## config.mk

```make
export PLATFORM = sky130hd
export DESIGN_NAME = note_table_search_sort_flat
export DESIGN_NICKNAME = d
export VERILOG_FILES = /design/src/hdl/nts_pkg.sv /design/src/hdl/nts_in_if.sv /design/src/hdl/nts_out_if.sv /design/src/hdl/nts_cfg_if.sv /design/src/hdl/nts_datapath.sv /design/src/hdl/nts_ctrl.sv /design/src/hdl/note_table_search_sort.sv /design/src/flat_wrapper.sv
export SDC_FILE = /design/constraint.sdc
export NUM_CORES = 2
export LEC_CHECK = 0
export BUFFER_PORTS_ARGS = -buffer_cell sky130_fd_sc_hd__buf_2
export CAP_MARGIN = 20
export CORE_ASPECT_RATIO = 1.1
export CORE_MARGIN = 2
export CORE_UTILIZATION = 40
export DETAILED_ROUTE_END_ITERATION = 16
export GPL_TIMING_DRIVEN = 0
export PLACE_DENSITY_LB_ADDON = 0.25
export SYNTH_ARGS = -nofsm -noshare
export SYNTH_HDL_FRONTEND = slang
export SYNTH_HIERARCHICAL = 1
export SYNTH_SLANG_ARGS = --single-unit
export TNS_END_PERCENT = 1
```

## constraint.sdc

```tcl
create_clock -name clk_i -period 15.3 [get_ports clk_i]
set_input_delay 2.295 -clock clk_i [delete_from_list [all_inputs] [get_ports clk_i]]
set_output_delay 2.295 -clock clk_i [all_outputs]
set_load 0.02 [all_outputs]
```

## src/hdl/nts_pkg.sv

```systemverilog
// Shared types, codes and control structs for the note table block.
`default_nettype none
package nts_pkg;

  localparam int unsigned IDX_W = 5;

  typedef enum logic [2:0] {
    MODE_LOAD  = 3'd0,
    MODE_FIND  = 3'd1,
    MODE_RANGE = 3'd2,
    MODE_SORT  = 3'd3,
    MODE_CLEAR = 3'd4
  } mode_e;

  typedef enum logic [1:0] {
    WS_INPUT  = 2'd0,
    WS_RDATA  = 2'd1,
    WS_HELD   = 2'd2,
    WS_CLRMOD = 2'd3
  } wsel_e;

  typedef enum logic {
    KIND_INDEX   = 1'b0,
    KIND_SUMMARY = 1'b1
  } kind_e;

  typedef struct packed {
    logic [31:0] start;
    logic [31:0] stop;
    logic [6:0]  key;
    logic [6:0]  velocity;
    logic        modified;
    logic        selected;
  } note_t;

  typedef struct packed {
    logic [2:0]  mode;
    logic [31:0] time_a;
    logic [31:0] time_b;
    logic [6:0]  key_a;
    logic [6:0]  key_b;
    logic [6:0]  velocity;
    logic        modified;
    logic        selected;
  } in_t;

  typedef struct packed {
    logic  in_ready;
    logic  rd_en;
    logic  wr_en;
    wsel_e wsel;
    logic  hold;
    logic  cnt_inc;
    logic  cnt_clr;
    logic  acc_init;
    logic  acc;
    logic  emit;
    kind_e kind;
    logic  found;
    logic  status;
    logic  last;
  } cmd_t;

  typedef struct packed {
    logic  in_accept;
    logic  out_free;
    mode_e mode;
    logic  find_hit;
    logic  rng_skip;
    logic  rng_stop;
    logic  sort_before;
    logic  rd_mod;
  } sts_t;

endpackage
`default_nettype wire

```

## src/hdl/nts_in_if.sv

```systemverilog
// Input item channel.
`default_nettype none
interface nts_in_if;
  logic        valid;
  logic        ready;
  logic [2:0]  mode;
  logic [31:0] time_a;
  logic [31:0] time_b;
  logic [6:0]  key_a;
  logic [6:0]  key_b;
  logic [6:0]  velocity;
  logic        modified_in;
  logic        selected_in;
  modport source (output valid, mode, time_a, time_b, key_a, key_b, velocity,
                  modified_in, selected_in, input ready);
  modport sink (input valid, mode, time_a, time_b, key_a, key_b, velocity,
                modified_in, selected_in, output ready);
endinterface
`default_nettype wire

```

## src/hdl/nts_out_if.sv

```systemverilog
// Result item channel.
`default_nettype none
interface nts_out_if;
  logic        valid;
  logic        ready;
  logic        result_kind;
  logic [4:0]  note_index;
  logic        found;
  logic        status;
  logic        last;
  logic [31:0] longest_end;
  logic [7:0]  lowest_key;
  logic [6:0]  highest_key;
  logic [5:0]  num_selected;
  modport source (output valid, result_kind, note_index, found, status, last,
                  longest_end, lowest_key, highest_key, num_selected, input ready);
  modport sink (input valid, result_kind, note_index, found, status, last,
                longest_end, lowest_key, highest_key, num_selected, output ready);
endinterface
`default_nettype wire

```

## src/hdl/nts_cfg_if.sv

```systemverilog
// Configuration write channel for key_limit.
`default_nettype none
interface nts_cfg_if;
  logic       valid;
  logic       ready;
  logic [7:0] key_limit;
  modport source (output valid, key_limit, input ready);
  modport sink (input valid, key_limit, output ready);
endinterface
`default_nettype wire

```

## src/hdl/nts_datapath.sv

```systemverilog
// Note memory, input register, comparators, summary registers, output register.
`default_nettype none
module nts_datapath #(
  parameter int unsigned TABLE_DEPTH = 32,
  parameter int unsigned CW = $clog2(TABLE_DEPTH + 1)
) (
  input  wire              clk_i,
  input  wire              rst_ni,
  nts_in_if.sink           in_i,
  nts_out_if.source        out_o,
  nts_cfg_if.sink          cfg_i,
  input  nts_pkg::cmd_t    cmd_i,
  input  wire [CW-1:0]     rd_addr_i,
  input  wire [CW-1:0]     wr_addr_i,
  input  wire [CW-1:0]     emit_idx_i,
  output nts_pkg::sts_t    sts_o,
  output logic [CW-1:0]    count_o
);
  import nts_pkg::*;

  localparam int unsigned AW = (TABLE_DEPTH > 1) ? $clog2(TABLE_DEPTH) : 1;

  note_t       mem [TABLE_DEPTH];
  note_t       rdata_q;
  note_t       held_q;
  note_t       wdata;
  in_t         in_q;
  logic [CW-1:0] count_q, count_d;
  logic [7:0]  key_limit_q;
  logic [31:0] longest_q;
  logic [7:0]  low_q;
  logic [6:0]  high_q;
  logic [5:0]  sel_q;
  logic        out_valid_q;
  logic        out_kind_q, out_found_q, out_status_q, out_last_q;
  logic [IDX_W-1:0] out_idx_q;
  logic [31:0] out_longest_q;
  logic [7:0]  out_low_q;
  logic [6:0]  out_high_q;
  logic [5:0]  out_sel_q;
  logic [CW+IDX_W-1:0] idx_ext;
  logic        accept;
  logic        out_free;

  assign accept   = in_i.valid & cmd_i.in_ready;
  assign out_free = !out_valid_q || out_o.ready;
  assign in_i.ready = cmd_i.in_ready;
  assign cfg_i.ready = 1'b1;
  assign count_o = count_q;
  assign idx_ext = {{IDX_W{1'b0}}, emit_idx_i};

  always_comb begin
    case (cmd_i.wsel)
      WS_INPUT:  wdata = '{start: in_q.time_a, stop: in_q.time_b, key: in_q.key_a,
                           velocity: in_q.velocity, modified: in_q.modified,
                           selected: in_q.selected};
      WS_RDATA:  wdata = rdata_q;
      WS_HELD:   wdata = held_q;
      WS_CLRMOD: begin
        wdata = rdata_q;
        wdata.modified = 1'b0;
      end
      default:   wdata = rdata_q;
    endcase
  end

  always_ff @(posedge clk_i) begin
    if (cmd_i.wr_en) begin
      mem[wr_addr_i[AW-1:0]] <= wdata;
    end
    if (cmd_i.rd_en) begin
      rdata_q <= mem[rd_addr_i[AW-1:0]];
    end
    if (cmd_i.hold) begin
      held_q <= rdata_q;
    end
    if (accept) begin
      in_q <= '{mode: in_i.mode, time_a: in_i.time_a, time_b: in_i.time_b,
                key_a: in_i.key_a, key_b: in_i.key_b, velocity: in_i.velocity,
                modified: in_i.modified_in, selected: in_i.selected_in};
    end
    if (cmd_i.emit) begin
      out_kind_q    <= cmd_i.kind;
      out_idx_q     <= idx_ext[IDX_W-1:0];
      out_found_q   <= cmd_i.found;
      out_status_q  <= cmd_i.status;
      out_last_q    <= cmd_i.last;
      out_longest_q <= (cmd_i.kind == KIND_SUMMARY) ? longest_q : '0;
      out_low_q     <= (cmd_i.kind == KIND_SUMMARY) ? low_q : '0;
      out_high_q    <= (cmd_i.kind == KIND_SUMMARY) ? high_q : '0;
      out_sel_q     <= (cmd_i.kind == KIND_SUMMARY) ? sel_q : '0;
    end
  end

  always_comb begin
    count_d = count_q;
    if (cmd_i.cnt_clr) begin
      count_d = '0;
    end else if (cmd_i.cnt_inc) begin
      count_d = count_q + CW'(1);
    end
  end

  always_ff @(posedge clk_i or negedge rst_ni) begin
    if (!rst_ni) begin
      count_q     <= '0;
      key_limit_q <= 8'd128;
      longest_q   <= '0;
      low_q       <= '0;
      high_q      <= '0;
      sel_q       <= '0;
      out_valid_q <= 1'b0;
    end else begin
      count_q <= count_d;
      if (cfg_i.valid) begin
        key_limit_q <= cfg_i.key_limit;
      end
      if (cmd_i.acc_init) begin
        low_q  <= key_limit_q;
        high_q <= '0;
        sel_q  <= '0;
      end else if (cmd_i.acc) begin
        if (rdata_q.stop > longest_q) longest_q <= rdata_q.stop;
        if ({1'b0, rdata_q.key} < low_q) low_q <= {1'b0, rdata_q.key};
        if (rdata_q.key > high_q) high_q <= rdata_q.key;
        if (rdata_q.selected) sel_q <= sel_q + 6'd1;
      end
      if (cmd_i.emit) begin
        out_valid_q <= 1'b1;
      end else if (out_o.ready) begin
        out_valid_q <= 1'b0;
      end
    end
  end

  assign out_o.valid          = out_valid_q;
  assign out_o.result_kind    = out_kind_q;
  assign out_o.note_index     = out_idx_q;
  assign out_o.found          = out_found_q;
  assign out_o.status         = out_status_q;
  assign out_o.last           = out_last_q;
  assign out_o.longest_end    = out_longest_q;
  assign out_o.lowest_key     = out_low_q;
  assign out_o.highest_key    = out_high_q;
  assign out_o.num_selected   = out_sel_q;

  always_comb begin
    sts_o.in_accept = accept;
    sts_o.out_free  = out_free;
    sts_o.mode      = mode_e'(in_q.mode);
    sts_o.find_hit  = (in_q.time_a >= rdata_q.start) && (in_q.time_a < rdata_q.stop)
                      && (rdata_q.key == in_q.key_a);
    sts_o.rng_skip  = (rdata_q.stop < in_q.time_a) || (rdata_q.key < in_q.key_a)
                      || (rdata_q.key > in_q.key_b);
    sts_o.rng_stop  = rdata_q.start > in_q.time_b;
    // held entry strictly before the one just read: start, then key, then velocity
    sts_o.sort_before = (held_q.start != rdata_q.start) ? (held_q.start < rdata_q.start) :
                        (held_q.key != rdata_q.key) ? (held_q.key < rdata_q.key) :
                        (held_q.velocity < rdata_q.velocity);
    sts_o.rd_mod    = rdata_q.modified;
  end

endmodule
`default_nettype wire

```

## src/hdl/nts_ctrl.sv

```systemverilog
// Sequencer for load, clear, find, range scan, insertion sort and summary pass.
`default_nettype none
module nts_ctrl #(
  parameter int unsigned TABLE_DEPTH = 32,
  parameter int unsigned CW = $clog2(TABLE_DEPTH + 1)
) (
  input  wire             clk_i,
  input  wire             rst_ni,
  input  nts_pkg::sts_t   sts_i,
  input  wire [CW-1:0]    count_i,
  output nts_pkg::cmd_t   cmd_o,
  output logic [CW-1:0]   rd_addr_o,
  output logic [CW-1:0]   wr_addr_o,
  output logic [CW-1:0]   emit_idx_o
);
  import nts_pkg::*;

  typedef enum logic [3:0] {
    ST_IDLE, ST_DECODE, ST_SCAN_RD, ST_SCAN_CHK, ST_FINAL,
    ST_SRT_RDI, ST_SRT_HOLD, ST_SRT_RDJ, ST_SRT_CMP, ST_SRT_WR,
    ST_SUM_RD, ST_SUM_CHK, ST_SUM_OUT
  } state_e;

  state_e        state_q, state_d;
  logic [CW-1:0] i_q, i_d, j_q, j_d, pend_idx_q, pend_idx_d;
  logic          pend_q, pend_d;
  logic [CW-1:0] i_nxt;

  assign i_nxt = i_q + CW'(1);

  always_comb begin
    cmd_o      = '0;
    rd_addr_o  = i_q;
    wr_addr_o  = j_q;
    emit_idx_o = '0;
    state_d    = state_q;
    i_d        = i_q;
    j_d        = j_q;
    pend_d     = pend_q;
    pend_idx_d = pend_idx_q;
    case (state_q)
      ST_IDLE: begin
        cmd_o.in_ready = 1'b1;
        if (sts_i.in_accept) state_d = ST_DECODE;
      end
      ST_DECODE: begin
        i_d    = '0;
        pend_d = 1'b0;
        case (sts_i.mode)
          MODE_LOAD: begin
            if (sts_i.out_free) begin
              cmd_o.emit = 1'b1;
              cmd_o.last = 1'b1;
              if (count_i == CW'(TABLE_DEPTH)) begin
                cmd_o.status = 1'b1;
              end else begin
                cmd_o.wr_en   = 1'b1;
                cmd_o.wsel    = WS_INPUT;
                wr_addr_o     = count_i;
                cmd_o.cnt_inc = 1'b1;
                cmd_o.found   = 1'b1;
                emit_idx_o    = count_i;
              end
              state_d = ST_IDLE;
            end
          end
          MODE_CLEAR: begin
            if (sts_i.out_free) begin
              cmd_o.cnt_clr = 1'b1;
              cmd_o.emit    = 1'b1;
              cmd_o.last    = 1'b1;
              state_d       = ST_IDLE;
            end
          end
          MODE_FIND, MODE_RANGE: begin
            state_d = (count_i == '0) ? ST_FINAL : ST_SCAN_RD;
          end
          MODE_SORT: begin
            cmd_o.acc_init = 1'b1;
            if (count_i <= CW'(1)) begin
              state_d = ST_SUM_RD;
            end else begin
              i_d     = CW'(1);
              state_d = ST_SRT_RDI;
            end
          end
          default: state_d = ST_IDLE;
        endcase
      end
      ST_SCAN_RD: begin
        cmd_o.rd_en = 1'b1;
        state_d     = ST_SCAN_CHK;
      end
      ST_SCAN_CHK: begin
        if (sts_i.mode == MODE_FIND) begin
          if (sts_i.find_hit) begin
            if (sts_i.out_free) begin
              cmd_o.emit  = 1'b1;
              cmd_o.found = 1'b1;
              cmd_o.last  = 1'b1;
              emit_idx_o  = i_q;
              state_d     = ST_IDLE;
            end
          end else begin
            i_d     = i_nxt;
            state_d = (i_nxt == count_i) ? ST_FINAL : ST_SCAN_RD;
          end
        end else if (sts_i.rng_skip) begin
          i_d     = i_nxt;
          state_d = (i_nxt == count_i) ? ST_FINAL : ST_SCAN_RD;
        end else if (sts_i.rng_stop) begin
          state_d = ST_FINAL;
        end else if (!pend_q || sts_i.out_free) begin
          // previous match goes out now; this one waits to learn if it is the last
          cmd_o.emit  = pend_q;
          cmd_o.found = 1'b1;
          emit_idx_o  = pend_idx_q;
          pend_d      = 1'b1;
          pend_idx_d  = i_q;
          i_d         = i_nxt;
          state_d     = (i_nxt == count_i) ? ST_FINAL : ST_SCAN_RD;
        end
      end
      ST_FINAL: begin
        if (sts_i.out_free) begin
          cmd_o.emit  = 1'b1;
          cmd_o.found = pend_q;
          cmd_o.last  = 1'b1;
          emit_idx_o  = pend_q ? pend_idx_q : '0;
          pend_d      = 1'b0;
          state_d     = ST_IDLE;
        end
      end
      ST_SRT_RDI: begin
        cmd_o.rd_en = 1'b1;
        state_d     = ST_SRT_HOLD;
      end
      ST_SRT_HOLD: begin
        cmd_o.hold = 1'b1;
        j_d        = i_q;
        state_d    = ST_SRT_RDJ;
      end
      ST_SRT_RDJ: begin
        if (j_q == '0) begin
          state_d = ST_SRT_WR;
        end else begin
          cmd_o.rd_en = 1'b1;
          rd_addr_o   = j_q - CW'(1);
          state_d     = ST_SRT_CMP;
        end
      end
      ST_SRT_CMP: begin
        if (sts_i.sort_before) begin
          cmd_o.wr_en = 1'b1;
          cmd_o.wsel  = WS_RDATA;
          j_d         = j_q - CW'(1);
          state_d     = ST_SRT_RDJ;
        end else begin
          state_d = ST_SRT_WR;
        end
      end
      ST_SRT_WR: begin
        cmd_o.wr_en = 1'b1;
        cmd_o.wsel  = WS_HELD;
        if (i_nxt == count_i) begin
          i_d     = '0;
          state_d = ST_SUM_RD;
        end else begin
          i_d     = i_nxt;
          state_d = ST_SRT_RDI;
        end
      end
      ST_SUM_RD: begin
        if (i_q == count_i) begin
          state_d = ST_SUM_OUT;
        end else begin
          cmd_o.rd_en = 1'b1;
          state_d     = ST_SUM_CHK;
        end
      end
      ST_SUM_CHK: begin
        if (!sts_i.rd_mod || sts_i.out_free) begin
          cmd_o.acc = 1'b1;
          if (sts_i.rd_mod) begin
            cmd_o.emit  = 1'b1;
            cmd_o.found = 1'b1;
            emit_idx_o  = i_q;
            cmd_o.wr_en = 1'b1;
            cmd_o.wsel  = WS_CLRMOD;
            wr_addr_o   = i_q;
          end
          i_d     = i_nxt;
          state_d = ST_SUM_RD;
        end
      end
      ST_SUM_OUT: begin
        if (sts_i.out_free) begin
          cmd_o.emit = 1'b1;
          cmd_o.kind = KIND_SUMMARY;
          cmd_o.last = 1'b1;
          state_d    = ST_IDLE;
        end
      end
      default: state_d = ST_IDLE;
    endcase
  end

  always_ff @(posedge clk_i or negedge rst_ni) begin
    if (!rst_ni) begin
      state_q    <= ST_IDLE;
      i_q        <= '0;
      j_q        <= '0;
      pend_q     <= 1'b0;
      pend_idx_q <= '0;
    end else begin
      state_q    <= state_d;
      i_q        <= i_d;
      j_q        <= j_d;
      pend_q     <= pend_d;
      pend_idx_q <= pend_idx_d;
    end
  end

  a_emit_room: assert property (@(posedge clk_i) disable iff (!rst_ni)
    cmd_o.emit |-> sts_i.out_free) else $error("result loaded over a waiting one");
  a_no_write_idle: assert property (@(posedge clk_i) disable iff (!rst_ni)
    cmd_o.wr_en |-> !cmd_o.in_ready) else $error("table written while idle");
  a_idle_clean: assert property (@(posedge clk_i) disable iff (!rst_ni)
    (state_q == ST_IDLE) |-> !pend_q) else $error("pending match left behind");
  a_last_ends: assert property (@(posedge clk_i) disable iff (!rst_ni)
    (cmd_o.emit && cmd_o.last) |=> (state_q == ST_IDLE)) else $error("last not final");

endmodule
`default_nettype wire

```

## src/hdl/note_table_search_sort.sv

```systemverilog
// Top level of the note table with search and sort.
//
//  channel  dir  handshake      carries
//  in_i     in   valid/ready    mode, times, keys, velocity, marks
//  out_o    out  valid/ready    index/ack or summary item
//  cfg_i    in   valid/ready    key_limit (always ready)
//
// One item at a time. Sort: insertion sort over one note memory, then a summary pass
// over the notes.
// Reset empties the table; no clearing pass. A stalled output holds the sequencer.
`default_nettype none
module note_table_search_sort #(
  parameter int unsigned TABLE_DEPTH = 32
) (
  input  wire        clk_i,
  input  wire        rst_ni,
  nts_in_if.sink     in_i,
  nts_out_if.source  out_o,
  nts_cfg_if.sink    cfg_i
);
  import nts_pkg::*;

  localparam int unsigned CW = $clog2(TABLE_DEPTH + 1);

  cmd_t          cmd;
  sts_t          sts;
  logic [CW-1:0] rd_addr, wr_addr, emit_idx, count;

  nts_ctrl #(.TABLE_DEPTH(TABLE_DEPTH), .CW(CW)) u_ctrl (
    .clk_i, .rst_ni, .sts_i(sts), .count_i(count), .cmd_o(cmd),
    .rd_addr_o(rd_addr), .wr_addr_o(wr_addr), .emit_idx_o(emit_idx)
  );

  nts_datapath #(.TABLE_DEPTH(TABLE_DEPTH), .CW(CW)) u_dp (
    .clk_i, .rst_ni, .in_i, .out_o, .cfg_i, .cmd_i(cmd),
    .rd_addr_i(rd_addr), .wr_addr_i(wr_addr), .emit_idx_i(emit_idx),
    .sts_o(sts), .count_o(count)
  );

endmodule
`default_nettype wire

```

## src/flat_wrapper.sv

```systemverilog
// flat-port wrapper written by rule: the top's interface ports become plain ports
module note_table_search_sort_flat import nts_pkg::*;
#(
  parameter int unsigned TABLE_DEPTH = 32
)
  (clk_i, rst_ni, in_i_valid, in_i_mode, in_i_time_a, in_i_time_b, in_i_key_a, in_i_key_b, in_i_velocity, in_i_modified_in, in_i_selected_in, in_i_ready, out_o_valid, out_o_result_kind, out_o_note_index, out_o_found, out_o_status, out_o_last, out_o_longest_end, out_o_lowest_key, out_o_highest_key, out_o_num_selected, out_o_ready, cfg_i_valid, cfg_i_key_limit, cfg_i_ready);
  nts_in_if in_i_i ();
  nts_out_if out_o_i ();
  nts_cfg_if cfg_i_i ();
  input  wire clk_i;
  input  wire rst_ni;
  input wire logic [$bits(in_i_i.valid)-1:0] in_i_valid;
  input wire logic [$bits(in_i_i.mode)-1:0] in_i_mode;
  input wire logic [$bits(in_i_i.time_a)-1:0] in_i_time_a;
  input wire logic [$bits(in_i_i.time_b)-1:0] in_i_time_b;
  input wire logic [$bits(in_i_i.key_a)-1:0] in_i_key_a;
  input wire logic [$bits(in_i_i.key_b)-1:0] in_i_key_b;
  input wire logic [$bits(in_i_i.velocity)-1:0] in_i_velocity;
  input wire logic [$bits(in_i_i.modified_in)-1:0] in_i_modified_in;
  input wire logic [$bits(in_i_i.selected_in)-1:0] in_i_selected_in;
  output wire logic [$bits(in_i_i.ready)-1:0] in_i_ready;
  output wire logic [$bits(out_o_i.valid)-1:0] out_o_valid;
  output wire logic [$bits(out_o_i.result_kind)-1:0] out_o_result_kind;
  output wire logic [$bits(out_o_i.note_index)-1:0] out_o_note_index;
  output wire logic [$bits(out_o_i.found)-1:0] out_o_found;
  output wire logic [$bits(out_o_i.status)-1:0] out_o_status;
  output wire logic [$bits(out_o_i.last)-1:0] out_o_last;
  output wire logic [$bits(out_o_i.longest_end)-1:0] out_o_longest_end;
  output wire logic [$bits(out_o_i.lowest_key)-1:0] out_o_lowest_key;
  output wire logic [$bits(out_o_i.highest_key)-1:0] out_o_highest_key;
  output wire logic [$bits(out_o_i.num_selected)-1:0] out_o_num_selected;
  input wire logic [$bits(out_o_i.ready)-1:0] out_o_ready;
  input wire logic [$bits(cfg_i_i.valid)-1:0] cfg_i_valid;
  input wire logic [$bits(cfg_i_i.key_limit)-1:0] cfg_i_key_limit;
  output wire logic [$bits(cfg_i_i.ready)-1:0] cfg_i_ready;
  assign in_i_i.valid = in_i_valid;
  assign in_i_i.mode = in_i_mode;
  assign in_i_i.time_a = in_i_time_a;
  assign in_i_i.time_b = in_i_time_b;
  assign in_i_i.key_a = in_i_key_a;
  assign in_i_i.key_b = in_i_key_b;
  assign in_i_i.velocity = in_i_velocity;
  assign in_i_i.modified_in = in_i_modified_in;
  assign in_i_i.selected_in = in_i_selected_in;
  assign in_i_ready = in_i_i.ready;
  assign out_o_valid = out_o_i.valid;
  assign out_o_result_kind = out_o_i.result_kind;
  assign out_o_note_index = out_o_i.note_index;
  assign out_o_found = out_o_i.found;
  assign out_o_status = out_o_i.status;
  assign out_o_last = out_o_i.last;
  assign out_o_longest_end = out_o_i.longest_end;
  assign out_o_lowest_key = out_o_i.lowest_key;
  assign out_o_highest_key = out_o_i.highest_key;
  assign out_o_num_selected = out_o_i.num_selected;
  assign out_o_i.ready = out_o_ready;
  assign cfg_i_i.valid = cfg_i_valid;
  assign cfg_i_i.key_limit = cfg_i_key_limit;
  assign cfg_i_ready = cfg_i_i.ready;
  note_table_search_sort #(.TABLE_DEPTH(TABLE_DEPTH)) u_core (.clk_i(clk_i), .rst_ni(rst_ni), .in_i(in_i_i), .out_o(out_o_i), .cfg_i(cfg_i_i));
endmodule
```

==> metrics.md <==
| Metric | Value |
|---|---|
| CP peak stage delay | `roughly 1.1 ns` |
| Outcome | `finished, final reports clean` |
| DPL Wire Length | `between 200,000 and 250,000 um` |
| RR Endpoint | `u_core/u_dp/mem[9][67]` |
| Largest net degree at the start of global routing | `62` |
| H-Tree Depth | `5` |
| Crit path to | `u_core/u_dp/mem[9][67]` |
| Maximum vdd ir drop | `about 0.094 mV` |
| CTS clk-pin slew, worst paths | `about 0.06 ns` |
| Max-slew headroom | `0.152` |
| # clock sinks | `between 2k and 3k` |
| Crit start category | `flip-flop` |
| Syn-to-layout area delta | `18.0%` |
| Critical path depth in cells | `17` |
| Mapped Cells | `5,451` |
| Core area | `a little under 300,000 um2` |
| Worst Skew | `approximately 0.058 ns` |
| Register-to-register setup slack | `between 7 and 8 ns` |
| WS Path Type | `flip-flop to flip-flop` |
| Worst skew pair latency | `about 0.9 ns` |
| Most common cell after layout, fill and taps aside | `edfxtp_1` |
| Max Freq | `0.132 GHz` |
| First-pass GRT wire length | `approximately 480,000 um` |
| PortBufs | `between 150 and 200` |
| Critical path's top delay family | `compound AO/OA/AOI/OAI gates` |
| Worst Hold Class | `flip-flop to flip-flop` |
| Die Ht | `574 um` |
| Hold Buf Count CTS | `0` |
| Worst EP arrival | `8.12 ns` |
| Syn nets | `between 5k and 6k` |
| Post-CTS resize count | `0` |
| Final period util | `0.495` |
| Max Slew Vio Count | `0` |
| Min cycle time layout | `roughly 7.6 ns` |
| DRC violations left | `0` |
| Initial Utilization | `0.402` |
| Vias | `between 60k and 70k` |
| Buf+Inv Stages, Crit Path | `4` |
| # IOs | `168` |
| Final Hold Vio Count | `0` |
| Most common cell on crit path | `buf_12` |
| Pre-CTS WS | `~7.8 ns` |
| Post-route ant nets | `0` |
| Critical path's slowest cell | `nor2_4` |
| TNS Setup | `0 ns` |
| Tot GR Track Use | `0.228` |
| Placer Congestion | `0.862` |
| Ys Warns | `6` |
| Cts bufs inserted | `between 300 and 400` |
| Pwr dens | `between 150 and 200 nW/um2` |
| Total Wirelength | `345,000 um` |
| Starting DRT DRC Count | `between 7k and 8k` |
| Layout Nets | `between 6k and 7k` |
| Synth Area per Inst | `approximately 22 um2` |
| First drt pass iteration count | `6` |
| Max_cap viols | `0` |
| CP required | `between 15 and 20 ns` |
| Die Footprint | `300,000 um2` |
| FP Rows | `roughly 210` |
| Vias in the first global route | `between 60k and 70k` |
| Via density | `between 5 and 6` |
| RSZ-0062 raised after global routing | `no` |
| Worst Reg-to-Reg Cells | `17` |
| Synthesized cell area | `118,000 um2` |
| CTS tree | `built` |
| Final worst slack | `roughly 7.7 ns` |
| Avg WL per Cell | `about 33 um` |
| Most frequent cells in the layout | `edfxtp_1 (2,872), mux4_2 (800), clkbuf_16 (320)` |
| Die Wd | `~520 um` |
| Setup crit end kind | `flip-flop` |
| Critical path, cell by cell | `inv_1, ha_1, nor2b_1, o211ai_1, a21oi_1, a2111oi_0, o21ai_0, o22ai_1, nand4bb_1, a21o_1, o22ai_2, or3_1, nand3b_1, nor2_4, buf_12, buf_12, buf_12` |
| Max Fanout on Critical Path | `20` |
| Final cell count without fillers | `10.4k` |
| # setup viols final | `0` |
| R2r startpoint | `u_core/u_dp/rdata_q[49]` |
| CP startpoint | `u_core/u_dp/rdata_q[49]` |
| Post-CTS Setup Inserts | `0` |
| Initial antenna violation count | `19` |
| Layout cells sized above 1 | `0.314` |
| Root buf cell | `clkbuf_16` |
| Static Leakage | `between 40 and 50 nW` |
| Placed cells | `between 9k and 10k` |
| Utilization after layout | `0.474` |
| Slew @ Worst Pin | `about 1.3 ns` |
| Grt ovf | `0` |
| Longest Clk Path Bufs | `4` |
[power breakdown]
part	internal, mW	switching [mW]
Combinational	2.91	3.80
Clock	4.18	3.10
Sequential	10.0	0.561
Total	17.1	7.46
[area by class of cell]
cell class | instances | area (um2)
Fill cell | 24000 | 155000
Inverter | 183 | 687
Timing Repair Buffer | 443 | 5990
Buffer | 251 | 1240
Sequential cell | 2962 | 88500
Multi-Input combinational cell | 2055 | 28300
Clock inverter | 153 | 1300
Antenna cell | 28 | 70.1
Clock buffer | 396 | 8350
Tap cell | 3903 | 4880
[stage by stage]
step | hold slack, ns | power (mW) | instance area [um2]
2_1_floorplan | 0.450 | 14.7 | 118000
3_3_place_gp | 0.464 | 17.1 | 124000
3_5_place_dp | 0.471 | 17.5 | 129000
4_1_cts | 0.480 | 24.7 | 139000
5_1_grt | 0.492 | 25.5 | 139000
6_report | 0.481 | 24.6 | 139000
[worst min path at each step]
| stage | startpoint | endpoint | depth (start not counted) |
|---|---|---|---|
| 2_1_floorplan | u_core/u_ctrl/pend_idx_q[0] | u_core/u_ctrl/pend_idx_q[0] | 2 |
| 3_3_place_gp | u_core/u_dp/rdata_q[4] | u_core/u_dp/held_q[4] | 0 |
| 3_5_place_dp | u_core/u_dp/rdata_q[8] | u_core/u_dp/held_q[8] | 0 |
| 4_1_cts | u_core/u_dp/rdata_q[7] | u_core/u_dp/held_q[7] | 0 |
| 5_1_grt | u_core/u_dp/rdata_q[7] | u_core/u_dp/held_q[7] | 0 |
| 6_report | u_core/u_dp/rdata_q[8] | u_core/u_dp/held_q[8] | 0 |
[worst reg2reg max path, delay by kind of cell, from the launching register on]
kind | cells | cell delay, ns
AND/OR/NAND/NOR | 5 | 2.43
flip-flops | 1 | 0.49
AO/OA/AOI/OAI | 7 | 3.06
buffers and inverters | 4 | 0.92
adder cells (fa/ha/maj) | 1 | 0.31
[layer usage]
| layer | vias to the layer above | wire, um | track usage | part of all wire |
|---|---|---|---|---|
| met5 | - | 48 | 0 | 0.00014 |
| met1 | 32700 | 134000 | 0.302 | 0.39 |
| li1 | 24300 | - | - | - |
| met3 | 514 | 28300 | 0.0441 | 0.082 |
| met2 | 2670 | 169000 | 0.377 | 0.49 |
| met4 | 8 | 13800 | 0.0818 | 0.040 |
[state kept, by name, indices dropped and copies added (netlist names), 7 cells and up]
signal / flops
u_core/u_dp/mem: 2560
u_core/u_dp/in_q: 87
u_core/u_dp/held_q: 80
u_core/u_dp/rdata_q: 79
u_core/u_dp/longest_q: 32
u_core/u_dp/out_o.longest_end: 32
u_core/u_dp/key_limit_q: 8
u_core/u_dp/low_q: 8
u_core/u_dp/out_o.lowest_key: 8
u_core/u_dp/high_q: 7
u_core/u_dp/out_o.highest_key: 7
Power figures use the tool's default switching activity.
